==> src/hw/rtl/dtrc_pkg.sv <==
// Shared types and constants for the deadband thermostat relay controller.
// Used by dtrc_conv and deadband_thermostat_relay_control; no dependencies.
`default_nettype none

package dtrc_pkg;

   typedef enum logic [1:0] {
      MODE_OFF  = 2'd0,
      MODE_IDLE = 2'd1,
      MODE_HEAT = 2'd2,
      MODE_COOL = 2'd3
   } mode_type;

   typedef enum logic [1:0] {
      CMD_SAMPLE     = 2'd0,
      CMD_TURN_ON    = 2'd1,
      CMD_TURN_OFF   = 2'd2,
      CMD_SET_TARGET = 2'd3
   } cmd_type;

   typedef enum logic [2:0] {
      CSR_TOLERANCE   = 3'd0,
      CSR_DELAY_TICKS = 3'd1,
      CSR_VALID_MIN   = 3'd2,
      CSR_VALID_MAX   = 3'd3,
      CSR_FAHRENHEIT  = 3'd4
   } csr_index_type;

   localparam int CSR_INDEX_W = 3;
   localparam int CSR_DATA_W  = 16;
   localparam int REQ_DATA_W  = 32;
   localparam int REQ_USER_W  = 2;
   localparam int RSP_DATA_W  = 48;

   localparam int RSP_FIFO_DEPTH_DEFAULT = 4;

   localparam logic [9:0]         TOLERANCE_RESET   = 10'd16;
   localparam logic [7:0]         DELAY_TICKS_RESET = 8'd5;
   localparam logic signed [15:0] VALID_MIN_RESET   = -16'sd880;
   localparam logic signed [15:0] VALID_MAX_RESET   = 16'sd2000;
   localparam logic signed [15:0] TARGET_RESET      = 16'sd320;

   // Division by five of a magnitude below 2**19 as multiply and shift.
   localparam logic [18:0]        DIV5_RECIP = 19'd419431;
   localparam int                 DIV5_SHIFT = 21;
   localparam logic signed [17:0] F_OFFSET   = 18'sd512;
   localparam logic signed [17:0] SAT_MAX    = 18'sd32767;
   localparam logic signed [17:0] SAT_MIN    = -18'sd32768;

   typedef struct packed {
      cmd_type            cmd;
      logic signed [15:0] sample;
      logic signed [15:0] new_target;
   } request_type;

   typedef struct packed {
      cmd_type            cmd;
      logic signed [15:0] temp;
      logic signed [15:0] new_target;
   } stage_type;

   typedef struct packed {
      logic        pad;
      logic [15:0] current_temp;
      logic [15:0] adjust_ticks;
      logic [7:0]  gap_ticks;
      logic        cooler_on;
      logic        heater_on;
      mode_type    next_mode;
      mode_type    mode;
      logic        status;
   } result_type;

endpackage

`default_nettype wire

==> src/hw/rtl/dtrc_conv.sv <==
// Scale conversion stage: turns a raw 1/16 degree Celsius sample into the
// selected scale and registers it with the rest of the command. Uses dtrc_pkg.
`default_nettype none

module dtrc_conv
   import dtrc_pkg::*;
(
   input  wire logic        clock,
   input  wire logic        reset,
   input  wire logic        in_valid,
   input  wire request_type in_req,
   input  wire logic        fahrenheit_mode,
   output logic             out_valid,
   output stage_type        out_stage
);

   logic               neg;
   logic [16:0]        mag;
   logic [18:0]        mag9;
   logic [37:0]        prod;
   logic [16:0]        quot;
   logic signed [17:0] signed_quot;
   logic signed [17:0] fahr;
   logic signed [15:0] fahr_sat;
   logic               valid_ff;
   stage_type          stage_ff;
   stage_type          stage_in;

   always_comb begin
      neg         = in_req.sample[15];
      mag         = neg ? 17'(-{in_req.sample[15], in_req.sample})
                        : {1'b0, in_req.sample};
      mag9        = 19'({mag, 3'b000}) + 19'(mag);
      prod        = 38'(mag9) * 38'(DIV5_RECIP);
      quot        = prod[DIV5_SHIFT +: 17];
      signed_quot = neg ? -signed'({1'b0, quot}) : signed'({1'b0, quot});
      fahr        = signed_quot + F_OFFSET;
      if (fahr > SAT_MAX) begin
         fahr_sat = SAT_MAX[15:0];
      end else if (fahr < SAT_MIN) begin
         fahr_sat = SAT_MIN[15:0];
      end else begin
         fahr_sat = fahr[15:0];
      end
      stage_in.cmd        = in_req.cmd;
      stage_in.new_target = in_req.new_target;
      stage_in.temp       = fahrenheit_mode ? fahr_sat : in_req.sample;
   end

   always_ff @(posedge clock) begin
      if (reset) begin
         valid_ff <= 1'b0;
      end else begin
         valid_ff <= in_valid;
      end
   end

   always_ff @(posedge clock) begin
      if (in_valid) begin
         stage_ff <= stage_in;
      end
   end

   assign out_valid = valid_ff;
   assign out_stage = stage_ff;

endmodule

`default_nettype wire

==> src/hw/rtl/deadband_thermostat_relay_control.sv <==
// Top level of the deadband heat/cool relay thermostat: input register,
// conversion stage (dtrc_conv), state update and response queue. Uses dtrc_pkg.
`default_nettype none

// Each request transaction yields one response transaction; a new request can
// be accepted on every clock while req_tready is high. The state update is
// combinational and registered as each command leaves dtrc_conv, so commands
// are applied strictly in order. Responses wait in a queue of RSP_FIFO_DEPTH
// entries; req_tready is low only when that queue together with items still
// in the pipeline would be full, which never happens while rsp_tready stays
// high and RSP_FIFO_DEPTH is at least 4. The control registers are written
// through the csr_ port, which is always ready, and should only be written
// while no request is in flight. After reset the block is off, the target is
// 320 (20.0 degrees) and all registers hold their documented reset values.
module deadband_thermostat_relay_control
   import dtrc_pkg::*;
#(
   parameter int RSP_FIFO_DEPTH = RSP_FIFO_DEPTH_DEFAULT
) (
   input  wire logic                   clock,
   input  wire logic                   reset,
   input  wire logic                   req_tvalid,
   output logic                        req_tready,
   // [15:0] sample, [31:16] new_target
   input  wire logic [REQ_DATA_W-1:0]  req_tdata,
   // [1:0] command
   input  wire logic [REQ_USER_W-1:0]  req_tuser,
   output logic                        rsp_tvalid,
   input  wire logic                   rsp_tready,
   // [0] status, [2:1] mode, [4:3] next_mode, [5] heater_on, [6] cooler_on,
   // [14:7] gap_ticks, [30:15] adjust_ticks, [46:31] current_temp, [47] zero
   output logic [RSP_DATA_W-1:0]       rsp_tdata,
   input  wire logic                   csr_valid,
   output logic                        csr_ready,
   input  wire logic [CSR_INDEX_W-1:0] csr_index,
   input  wire logic [CSR_DATA_W-1:0]  csr_wdata
);

   localparam int PTR_W = $clog2(RSP_FIFO_DEPTH);
   localparam int CNT_W = $clog2(RSP_FIFO_DEPTH + 1);

   logic [9:0]         tolerance_ff;
   logic [7:0]         delay_ticks_ff;
   logic signed [15:0] valid_min_ff;
   logic signed [15:0] valid_max_ff;
   logic               fahrenheit_ff;

   mode_type           mode_ff,        mode_in;
   mode_type           pending_ff,     pending_in;
   logic signed [15:0] target_ff,      target_in;
   logic signed [15:0] last_temp_ff,   last_temp_in;
   logic [7:0]         gap_ff,         gap_in;
   logic [15:0]        adjust_ff,      adjust_in;

   logic               s1_valid_ff;
   request_type        s1_ff;
   request_type        s1_in;
   logic               s2_valid;
   stage_type          s2;

   result_type         result_in;
   result_type         fifo_mem_ff [RSP_FIFO_DEPTH];
   logic [PTR_W-1:0]   wr_ptr_ff;
   logic [PTR_W-1:0]   rd_ptr_ff;
   logic [CNT_W-1:0]   fifo_cnt_ff;
   logic [CNT_W-1:0]   in_flight;

   logic               req_accept;
   logic               rsp_accept;
   logic               csr_accept;

   logic               status;
   logic               temp_valid;
   logic               target_valid;
   logic signed [17:0] band_lo;
   logic signed [17:0] band_hi;
   logic signed [17:0] temp_wide;
   logic               above;
   logic               below;
   logic [7:0]         gap_inc;
   mode_type           pending_sel;

   assign in_flight  = fifo_cnt_ff + CNT_W'(s1_valid_ff) + CNT_W'(s2_valid);
   assign req_tready = in_flight < CNT_W'(RSP_FIFO_DEPTH);
   assign req_accept = req_tvalid && req_tready;
   assign rsp_tvalid = fifo_cnt_ff != '0;
   assign rsp_accept = rsp_tvalid && rsp_tready;
   assign rsp_tdata  = fifo_mem_ff[rd_ptr_ff];
   assign csr_ready  = 1'b1;
   assign csr_accept = csr_valid && csr_ready;

   always_ff @(posedge clock) begin
      if (reset) begin
         tolerance_ff   <= TOLERANCE_RESET;
         delay_ticks_ff <= DELAY_TICKS_RESET;
         valid_min_ff   <= VALID_MIN_RESET;
         valid_max_ff   <= VALID_MAX_RESET;
         fahrenheit_ff  <= 1'b0;
      end else if (csr_accept) begin
         case (csr_index_type'(csr_index))
            CSR_TOLERANCE:   tolerance_ff   <= csr_wdata[9:0];
            CSR_DELAY_TICKS: delay_ticks_ff <= csr_wdata[7:0];
            CSR_VALID_MIN:   valid_min_ff   <= csr_wdata;
            CSR_VALID_MAX:   valid_max_ff   <= csr_wdata;
            CSR_FAHRENHEIT:  fahrenheit_ff  <= csr_wdata[0];
            default: begin
            end
         endcase
      end
   end

   always_comb begin
      s1_in.cmd        = cmd_type'(req_tuser);
      s1_in.sample     = req_tdata[15:0];
      s1_in.new_target = req_tdata[31:16];
   end

   always_ff @(posedge clock) begin
      if (reset) begin
         s1_valid_ff <= 1'b0;
      end else begin
         s1_valid_ff <= req_accept;
      end
   end

   always_ff @(posedge clock) begin
      if (req_accept) begin
         s1_ff <= s1_in;
      end
   end

   dtrc_conv u_conv (
      .clock           (clock),
      .reset           (reset),
      .in_valid        (s1_valid_ff),
      .in_req          (s1_ff),
      .fahrenheit_mode (fahrenheit_ff),
      .out_valid       (s2_valid),
      .out_stage       (s2)
   );

   always_comb begin
      mode_in      = mode_ff;
      pending_in   = pending_ff;
      target_in    = target_ff;
      last_temp_in = last_temp_ff;
      gap_in       = gap_ff;
      adjust_in    = adjust_ff;
      status       = 1'b0;

      temp_wide    = 18'(s2.temp);
      band_lo      = 18'(target_ff) - signed'(18'(tolerance_ff));
      band_hi      = 18'(target_ff) + signed'(18'(tolerance_ff));
      above        = temp_wide > band_hi;
      below        = temp_wide < band_lo;
      temp_valid   = (s2.temp > valid_min_ff) && (s2.temp < valid_max_ff);
      target_valid = (s2.new_target > valid_min_ff) && (s2.new_target < valid_max_ff);
      gap_inc      = gap_ff + 8'd1;
      pending_sel  = above ? MODE_COOL : (below ? MODE_HEAT : pending_ff);

      case (s2.cmd)
         CMD_SAMPLE: begin
            last_temp_in = s2.temp;
            if (mode_ff != MODE_OFF && temp_valid) begin
               if (above || below) begin
                  if (mode_ff == MODE_IDLE) begin
                     pending_in = pending_sel;
                     gap_in     = gap_inc;
                     if (gap_inc >= delay_ticks_ff) begin
                        mode_in = pending_sel;
                        gap_in  = 8'd0;
                     end
                  end else begin
                     if (adjust_ff != 16'hFFFF) begin
                        adjust_in = adjust_ff + 16'd1;
                     end
                     pending_in = MODE_IDLE;
                  end
               end else begin
                  mode_in    = MODE_IDLE;
                  pending_in = MODE_IDLE;
                  gap_in     = 8'd0;
                  adjust_in  = 16'd0;
               end
            end
         end
         CMD_TURN_ON:  mode_in = MODE_IDLE;
         CMD_TURN_OFF: mode_in = MODE_OFF;
         CMD_SET_TARGET: begin
            if (target_valid) begin
               target_in = s2.new_target;
            end else begin
               status = 1'b1;
            end
         end
         default: begin
         end
      endcase

      result_in.pad          = 1'b0;
      result_in.current_temp = last_temp_in;
      result_in.adjust_ticks = adjust_in;
      result_in.gap_ticks    = gap_in;
      result_in.cooler_on    = mode_in == MODE_COOL;
      result_in.heater_on    = mode_in == MODE_HEAT;
      result_in.next_mode    = pending_in;
      result_in.mode         = mode_in;
      result_in.status       = status;
   end

   always_ff @(posedge clock) begin
      if (reset) begin
         mode_ff      <= MODE_OFF;
         pending_ff   <= MODE_IDLE;
         target_ff    <= TARGET_RESET;
         last_temp_ff <= 16'sd0;
         gap_ff       <= 8'd0;
         adjust_ff    <= 16'd0;
      end else if (s2_valid) begin
         mode_ff      <= mode_in;
         pending_ff   <= pending_in;
         target_ff    <= target_in;
         last_temp_ff <= last_temp_in;
         gap_ff       <= gap_in;
         adjust_ff    <= adjust_in;
      end
   end

   always_ff @(posedge clock) begin
      if (s2_valid) begin
         fifo_mem_ff[wr_ptr_ff] <= result_in;
      end
   end

   always_ff @(posedge clock) begin
      if (reset) begin
         wr_ptr_ff   <= '0;
         rd_ptr_ff   <= '0;
         fifo_cnt_ff <= '0;
      end else begin
         if (s2_valid) begin
            wr_ptr_ff <= (wr_ptr_ff == PTR_W'(RSP_FIFO_DEPTH - 1)) ? '0 : wr_ptr_ff + 1'b1;
         end
         if (rsp_accept) begin
            rd_ptr_ff <= (rd_ptr_ff == PTR_W'(RSP_FIFO_DEPTH - 1)) ? '0 : rd_ptr_ff + 1'b1;
         end
         if (s2_valid && !rsp_accept) begin
            fifo_cnt_ff <= fifo_cnt_ff + 1'b1;
         end else if (!s2_valid && rsp_accept) begin
            fifo_cnt_ff <= fifo_cnt_ff - 1'b1;
         end
      end
   end

endmodule

`default_nettype wire

==> config.mk <==
export PLATFORM = sky130hd
export DESIGN_NAME = deadband_thermostat_relay_control
export DESIGN_NICKNAME = d
export VERILOG_FILES = /design/src/hw/rtl/dtrc_pkg.sv /design/src/hw/rtl/dtrc_conv.sv /design/src/hw/rtl/deadband_thermostat_relay_control.sv
export SDC_FILE = /design/constraint.sdc
export NUM_CORES = 1
export LEC_CHECK = 0
export BUFFER_PORTS_ARGS = -buffer_cell sky130_fd_sc_hd__buf_4
export CELL_PAD_IN_SITES_DETAIL_PLACEMENT = 1
export CELL_PAD_IN_SITES_GLOBAL_PLACEMENT = 1
export CORE_ASPECT_RATIO = 0.9
export CORE_MARGIN = 5
export CORE_UTILIZATION = 50
export DETAILED_ROUTE_END_ITERATION = 12
export PLACE_DENSITY = 0.83
export REMOVE_ABC_BUFFERS = 1
export SYNTH_ARGS = -nofsm -noshare
export SYNTH_HDL_FRONTEND = slang
export SYNTH_SLANG_ARGS = --single-unit
==> constraint.sdc <==
create_clock -name clock -period 33.3 [get_ports clock]
set_clock_uncertainty 0.05 [all_clocks]
set_input_delay 6.66 -clock clock [delete_from_list [all_inputs] [get_ports clock]]
set_output_delay 6.66 -clock clock [all_outputs]
set_load 0.02 [all_outputs]
# After elaboration in Yosys (flattened, before gate mapping)
# Memories as Yosys holds them, arrays and structs flattened. A register that Yosys moved wholly into a read port is not among the register bits.
# Cells that the tools add are included.
# classes
eq_ne,13
reduce_logical,21
n_lt_le_gt_ge,10
mul,1
mux,37
n_addsub,14
# ops
operator,count
two-way mux 16 bit,9
two-way mux 8 bit,5
multiplier 19 x 19 -> 38 bit (second input constant),1
> comparator 16 bit,2
< comparator 16 bit,2
two-way mux 2 bit,14
adder 19 x 17 -> 19 bit,1
adder 18 x 11 -> 18 bit (second input constant),1
> comparator 18 x 16 -> 1 bit (second input constant),1
< comparator 18 x 16 -> 1 bit (second input constant),1
two-way mux 18 bit,1
negation 17 -> 18 bit,1
adder 16 x 11 -> 17 bit,1
> comparator 16 x 17 -> 1 bit,1
< comparator 16 x 17 -> 1 bit,1
two-way mux 17 bit,1
negation 17 bit,1
subtractor 16 x 11 -> 17 bit,1
adder 16 x 1 -> 16 bit (second input constant),1
inequality test 16 bit (second input constant),1
== test 2 bit (second input constant),6
AND reduction 2 bit,5
adder 8 x 1 -> 8 bit (second input constant),1
>= comparator 8 bit,1
other kinds (20),36
# totals
word_cells,119
output_inout_bits,51
input_bits,58
ramBits,188
n_memories,1
ff_bits,188
# mem_list
name,words,word_bits,read_ports,rd_clocked_by_memory_dff,wr,line,source
fifo_mem_ff,4,47,1,1,1,deadband_thermostat_relay_control.sv:62,result_type fifo_mem_ff [RSP_FIFO_DEPTH];

# Longest topological paths before layout
# Gate-level depths: netlist of run 1.
# depth
depth_word,11
mapped_depth,52
ltp_nobuf,49

# Cells and area by module
# From an unflattened synthesis of run 1, not the netlist that was laid out.
# hier_totals
hier_cells,2566
area_unflattened_um2,27338.7
# modules_own_cells
mod,n_inst,area_each_um2,seq_area_each_um2,cells_per_inst
deadband_thermostat_relay_control,1,17103.9,9088.7,1434
dtrc_conv,1,10234.8,1041.0,1132

# Worst setup path after synthesis of run 1
# No wires, ideal clock.
# synth_path
path_kind,register -> register
start,register s1_ff[31] in the netlist's numbering
end,register u_conv.stage_ff (netlist bit u_conv.out_stage[20]) (data pin)
t_required_ns,32.976
synth_period_minus_slack_ns,11.116
path_slack_ns,22.184
setup_ns,0.274
n_path_buf,5
stages_incl_launch_ff,47
arrival_ns,10.792
path_cell_list,edfxtp_1 -> clkbuf_1 -> clkbuf_1 -> clkbuf_1 -> o21ai_0 -> ha_1 -> a21o_1 -> a21oi_1 -> o21bai_1 -> maj3_1 -> a21o_1 -> a21oi_1 -> a21o_1 -> a21oi_1 -> o21ai_0 -> a21boi_0 -> o21a_1 -> o21a_1 -> [11 not listed] -> fa_1 -> inv_1 -> ha_1 -> clkbuf_1 -> nand2_1 -> o21ai_1 -> a22oi_1 -> a211oi_1 -> o31a_1 -> o21ai_0 -> a2111oi_1 -> a31oi_1 -> xor2_1 -> nand4b_1 -> a21oi_1 -> nor4_4 -> buf_6 -> o221ai_2
# synth_lines
item,line,source
start: declaration,deadband_thermostat_relay_control.sv:56,request_type s1_ff;
start signal: assignment,deadband_thermostat_relay_control.sv:128,s1_ff <= s1_in;
end signal: assignment,dtrc_conv.sv:60,stage_ff <= stage_in;
end: declaration,dtrc_conv.sv:26,stage_type stage_ff;

==> flow_summary_export.csv, run 1 <==
group,metric,value,unit
run_status,outcome,"completed",
sta,tightest_slew,1120,ps
sta,relSlewSlack,0.246,
worst_setup_path,path_class,"register to register",
sta,hold_slack,345,ps
worst_setup_path,max_stage_delay,850,ps
sta,fin_crit_sh,0.416,
logic_synthesis,syn_area,0.0268,mm²
clock_tree,cts_hold_buf,0,
logic_synthesis,syn_inst,2563,
final_layout,area_growth,11.0,%
floorplan,die_x,254,µm
place,place_congestion,0.947,
floorplan,row_count,80,
floorplan,die_area,0.0584,mm²
clock_tree,root_buffer,"clkbuf_16",
sta,tns,0,ps
logic_synthesis,synth-seq-cells,378,
final_layout,final_cell_mix,"inv_1 (380), ha_1 (304), edfxtp_1 (256)",
clock_tree,clockBufferDepth,3,
worst_setup_path,start_kind,"register",
clock_tree,path_clk_slew,60,ps
clock_tree,cts_resized,0,
floorplan,ios,109,
clock_tree,htreeDepth,2,
sta,setup_viol,0,
place,io_buffer_count,106,
worst_setup_path,crit_path_end_kind,"register",
global_route,grt_pass1_vias,22200,
sta,rsz0062_at_grt,"no",
sta,post-route-min-period,13850,ps
clock_tree,cts_buffers,41,
sta,drv_slew,0,
detailed_routing,antenna_left,0,
logic_synthesis,synth_edf_count,256,
final_layout,drive_gt1_frac,0.106,
logic_synthesis,synth_flop_cell,"edfxtp_1",
sta,finalHoldViolations,0,
logic_synthesis,ys_warn_count,0,
worst_setup_path,arrival,14060,ps
detailed_routing,drt_iter0_markers,1371,
detailed_routing,via_per_inst,5.94,
detailed_routing,wire_per_inst,23.9,µm
floorplan,start_util,0.506,
worst_setup_path,critical_path_required,33510,ps
detailed_routing,drtPass1Iterations,5,
place,pre_cts_ws,19700,ps
worst_setup_path,crit_path_frequent_cell,"inv_1",
sta,fin_ws,19450,ps
logic_synthesis,synthDistinctLibCells,94,
logic_synthesis,async_flop_share,0,
global_route,grt_pass1_wl,126000,µm
global_route,grt_antenna_before_repair,0,
detailed_routing,wl,80700,µm
worst_setup_path,crit_slowest_cell,"nor4_4",
floorplan,die_h,230,µm
floorplan,design.core.area,0.0531,mm²
logic_synthesis,yosysSeqAreaShare,0.378,
clock_tree,clock_latency,590,ps
logic_synthesis,syn_avg_cell_area,10.5,µm²
clock_tree,post_cts_buffers,0,
global_route,track_usage,0.275,
worst_setup_path,cp_max_fo,26,
place,hpwl,60700,µm
final_layout,nets,3148,
detailed_routing,routed-via-count,20100,
sta,timing.fmax,0.0722,GHz
clock_tree,cts.sinks,378,
min_path,hold_path.class,"register to register",
global_route,grt.overflow.total,0,
clock_tree,cts_tree,"done",
global_route,grt_max_degree,68,
job,cap_violations,0,
final_layout,layout_commonest_cell,"inv_1",
detailed_routing,drc,0,
==> per-stage QoR <==
step	util	std cells	instance area, µm²
after floorplan	-	2482	26500
after global placement	0.534	3302	28300
after detailed placement	0.534	3302	28300
after CTS	0.561	3378	29800
after global routing	0.561	3378	29800
final	0.561	3379	29800
==> cells by family (layout without fill, tap and decap cells) <==
family	count (synthesis)	after routing	synth area share
muxes	68	68	0.0474
buffers and inverters	464	581	0.0660
DFF	378	378	0.378
xor gates and xnor gates	100	100	0.0329
adders and majority gates	444	444	0.245
other	2	4	0.000280
and+or+nand+nor	652	652	0.115
AOI/OAI and AO/OA	455	455	0.115
==> state kept, by name, summed over array words and instances, names as in the netlist, 2 cells and up, named ones only <==
register / cells
wr_ptr_ff: 2
u_conv.out_stage: 34
mode_ff: 2
pending_ff: 2
fifo_mem_ff: 188
tolerance_ff: 10
fifo_cnt_ff: 3
last_temp_ff: 16
target_ff: 16
gap_ff: 8
delay_ticks_ff: 8
valid_min_ff: 16
rd_ptr_ff: 2
valid_max_ff: 16
s1_ff: 34
adjust_ff: 16
==> worst paths after layout <==
kind / from / to / slack (ps) / cells after the start
worst max register to register: s1_ff[31] / u_conv.out_stage[16] / 19450 / 42
worst min-delay path: s1_ff[4] / u_conv.out_stage[4] / 350 / 0
worst max-delay path: s1_ff[31] / u_conv.out_stage[16] / 19450 / 42
worst min register to register: s1_ff[4] / u_conv.out_stage[4] / 350 / 0
==> area by class of cell <==
class | count | area, µm²
fillers | 5687 | 23300
clock buffers | 54 | 1120
flip-flops and latches | 378 | 10100
clock inverters | 22 | 330
repair buffers | 123 | 923
diodes | 1 | 2.50
well taps | 697 | 872
multi-input cells | 1722 | 15000
inverters | 382 | 1430
==> worst max-delay path, delay by kind of cell, from the launching register on <==
kind / cells / cell delay (ps)
compound gates: 19 / 4880
fa+ha+maj: 9 / 3820
xor+xnor: 3 / 1650
simple gates: 5 / 1460
buf+inv: 6 / 920
flops: 1 / 720
==> metal layers <==
metal / vias up / global-route usage / wire, µm
li1: 9078 / - / -
met2: 552 / 0.471 / 39800
met1: 10300 / 0.354 / 33900
met5: - / 0 / 0
met4: 0 / 0.0965 / 3070
met3: 169 / 0.0440 / 4020
==> cell usage after synthesis (all sizes together) (23+ instances only) <==
library cell | number | share of area
edfxtp | 256 | 0.29
nor3 | 48 | 0.0093
a21oi | 144 | 0.027
o21ai | 77 | 0.014
mux4 | 47 | 0.039
inv | 381 | 0.053
o21a | 28 | 0.0078
nor2b | 23 | 0.0054
clkbuf | 66 | 0.0092
nand4 | 29 | 0.0072
nand3 | 33 | 0.0062
nor2 | 164 | 0.023
ha | 304 | 0.14
a21o | 46 | 0.013
nand2 | 249 | 0.035
xnor2 | 73 | 0.024
fa | 138 | 0.10
dfxtp | 122 | 0.091
xor2 | 27 | 0.0088
Power of run 1 is left out: the tool's default activity adds up to more than one toggle a clock period on the data nets, which glitch-free logic cannot reach.
==> inputs of run 2 (changes only) <==
Settings changed: ABC_AREA set to 1, CORE_UTILIZATION 50 to 49, PLACE_DENSITY 0.83 to 0.85.
Clock period 33.3 ns to 13.9 ns, I/O delays scaled along.
==> flow_summary_export.csv, run 2 <==
group,metric,value,unit
logic_synthesis,ys_top_cells_by_count,"inv_1 (656), nand2_1 (499), ha_1 (304), o21ai_0 (277), nor2_1 (266)",
global_route,grt_pass1_vias,24700,
floorplan,row_count,82,
logic_synthesis,syn_inst,3260,
clock_tree,root_buffer,"clkbuf_16",
place,io_buffer_count,106,
logic_synthesis,synth-seq-cells,378,
logic_synthesis,synth_top_area_share,0.276,
global_route,track_usage,0.286,
clock_tree,clockBufferDepth,3,
logic_synthesis,syn_area,0.0278,mm²
floorplan,ios,109,
floorplan,die_h,236,µm
final_layout,area_growth,10.4,%
logic_synthesis,synth_mux_area_frac,0,
logic_synthesis,yosysMostFrequentCell,"inv_1",
final_layout,layout_commonest_cell,"inv_1",
logic_synthesis,yosys.area_share.simple,0.155,
final_layout,top_register,"fifo_mem_ff",
worst_setup_path,regToRegStartpoint,"s1_ff[31]",
job,cap_violations,0,
worst_setup_path,r2r-end,"u_conv.out_stage[20]",
clock_tree,htreeDepth,2,
sta,post-route-min-period,11340,ps
worst_setup_path,r2r_cells,53,
logic_synthesis,syn_avg_cell_area,8.53,µm²
logic_synthesis,synthDistinctLibCells,51,
worst_setup_path,max_stage_delay,1010,ps
worst_setup_path,crit_slowest_cell,"edfxtp_1",
detailed_routing,antenna_left,0,
min_path,hold_depth,0,
sta,fin_crit_sh,0.816,
logic_synthesis,synth_edf_count,256,
clock_tree,cts_tree,"done",
place,pre_cts_ws,2620,ps
final_layout,post_layout_nonfiller_instances,4128,
final_layout,fin_util,0.549,
final_layout,fillers,6655,
floorplan,start_util,0.497,
global_route,grt.overflow.total,0,
sta,relSlewSlack,0.151,
clock_tree,clock_latency,590,ps
sta,drv_slew,0,
run_status,outcome,"completed",
worst_setup_path,cp_max_fo,32,
worst_setup_path,arrival,11610,ps
min_path,hold_path_end,"u_conv.out_stage[4]",
final_layout,drive_gt1_frac,0.0774,
detailed_routing,drc,0,
logic_synthesis,async_flop_share,0,
sta,fin_ws,2560,ps
worst_setup_path,crit_path_end_kind,"register",
sta,finalHoldViolations,0,
sta,tns,0,ps
sta,timing.fmax,0.0882,GHz
worst_setup_path,crit_path_start,"s1_ff[31]",
worst_setup_path,path_class,"register to register",
logic_synthesis,yosys.area_share.xor_xnor,0.0268,
logic_synthesis,synth_compound_area_frac,0.115,
place,dpl.cell_count,4053,
sta,rsz0062_at_grt,"no",
detailed_routing,wl,89000,µm
logic_synthesis,synth_area_leader_cell,"edfxtp_1",
logic_synthesis,synthAdderAreaFrac,0.236,
clock_tree,cts.sinks,378,
worst_setup_path,r2r_slack,2560,ps
clock_tree,post_cts_buffers,0,
place,hpwl,69100,µm
global_route,grt_pass1_wl,138000,µm
logic_synthesis,yosysSeqAreaShare,0.364,
detailed_routing,routed-via-count,22900,
clock_tree,cts_resized,0,
worst_setup_path,crit_path_frequent_cell,"nand2_1",
sta,tightest_slew,1270,ps
worst_setup_path,start_kind,"register",
min_path,hold_path.class,"register to register",
detailed_routing,via_per_inst,5.55,
detailed_routing,dr.max_layer_used,"met5",
worst_setup_path,critical_path_required,14170,ps
global_route,grt_antenna_before_repair,6,
floorplan,die_area,0.0616,mm²
detailed_routing,drt_iter0_markers,1576,
logic_synthesis,synth_flop_cell,"edfxtp_1",
floorplan,design.core.area,0.0559,mm²
detailed_routing,wire_per_inst,21.6,µm
final_layout,nets,3839,
detailed_routing,drt-met1-wl,39500,µm
place,place_congestion,0.934,
detailed_routing,drtPass1Iterations,5,
logic_synthesis,ys_warn_count,0,
floorplan,die_x,261,µm
min_path,hp-start,"s1_ff[4]",
global_route,grt_max_degree,93,
final_layout,largest_reg_flops,188,
logic_synthesis,synth_area_leaders,"edfxtp_1 (28%), ha_1 (14%), fa_1 (9.9%)",
sta,setup_viol,0,
clock_tree,cts_hold_buf,0,
final_layout,final_cell_mix,"inv_1 (650), nand2_1 (499), ha_1 (304)",
detailed_routing,wl_met3,5470,µm
clock_tree,cts_buffers,40,
clock_tree,path_clk_slew,60,ps
logic_synthesis,synth_top_family_by_area,"adder cells",
detailed_routing,route.met2.wl,42200,µm
[run 2: stage by stage]
step	hold WS, ps	instance area (µm²)
after floorplan	350	27500
after global placement	353	29300
after detailed placement	356	29300
after CTS	369	30700
after global routing	370	30700
final	368	30700
[run 2: layout make-up]
type | instances | area, µm² | area share
Sequential cell | 378 | 10100 | 0.330
Inverter | 669 | 2510 | 0.0819
Timing Repair Buffer | 119 | 893 | 0.0291
Clock inverter | 21 | 248 | 0.00807
Tap cell | 756 | 946 | 0.0308
Antenna cell | 1 | 2.50 | 0.0000815
Clock buffer | 53 | 1110 | 0.0362
Multi-Input combinational cell | 2131 | 14800 | 0.484
[run 2: worst max path at each step]
stage / cells past startpoint / to / slack (ps)
3_5_place_dp: 51 / u_conv.out_stage[19] / 2620
5_1_grt: 53 / u_conv.out_stage[20] / 1680
4_1_cts: 51 / u_conv.out_stage[19] / 2600
3_3_place_gp: 51 / u_conv.out_stage[17] / 3110
2_1_floorplan: 58 / u_conv.out_stage[16] / 4400
6_report: 53 / u_conv.out_stage[20] / 2560
[run 2: cells by family (layout without fill, tap and decap cells)]
logic type      after synthesis  count (layout)
other cells                   2               4
xor+xnor                     85              85
compound gates              588             588
fa+ha+maj                   442             442
flops                       378             378
buf+inv                     752             862
simple gates               1013            1013
[run 2: critical path: cells and delay by family (launching register included)]
family / cells / cell delay [ps]
buf+inv: 7 / 930
compound gates: 6 / 1210
simple gates: 28 / 3080
flops: 1 / 1010
fa+ha+maj: 10 / 4090
xor+xnor: 2 / 720
[run 2: metal layers]
layer	track usage	vias up
li1	-	10700
met1	0.395	11400
met2	0.474	610
met3	0.0505	125
met4	0.0646	2
met5	0.00317	-
Power of run 2 is left out for the same reason.
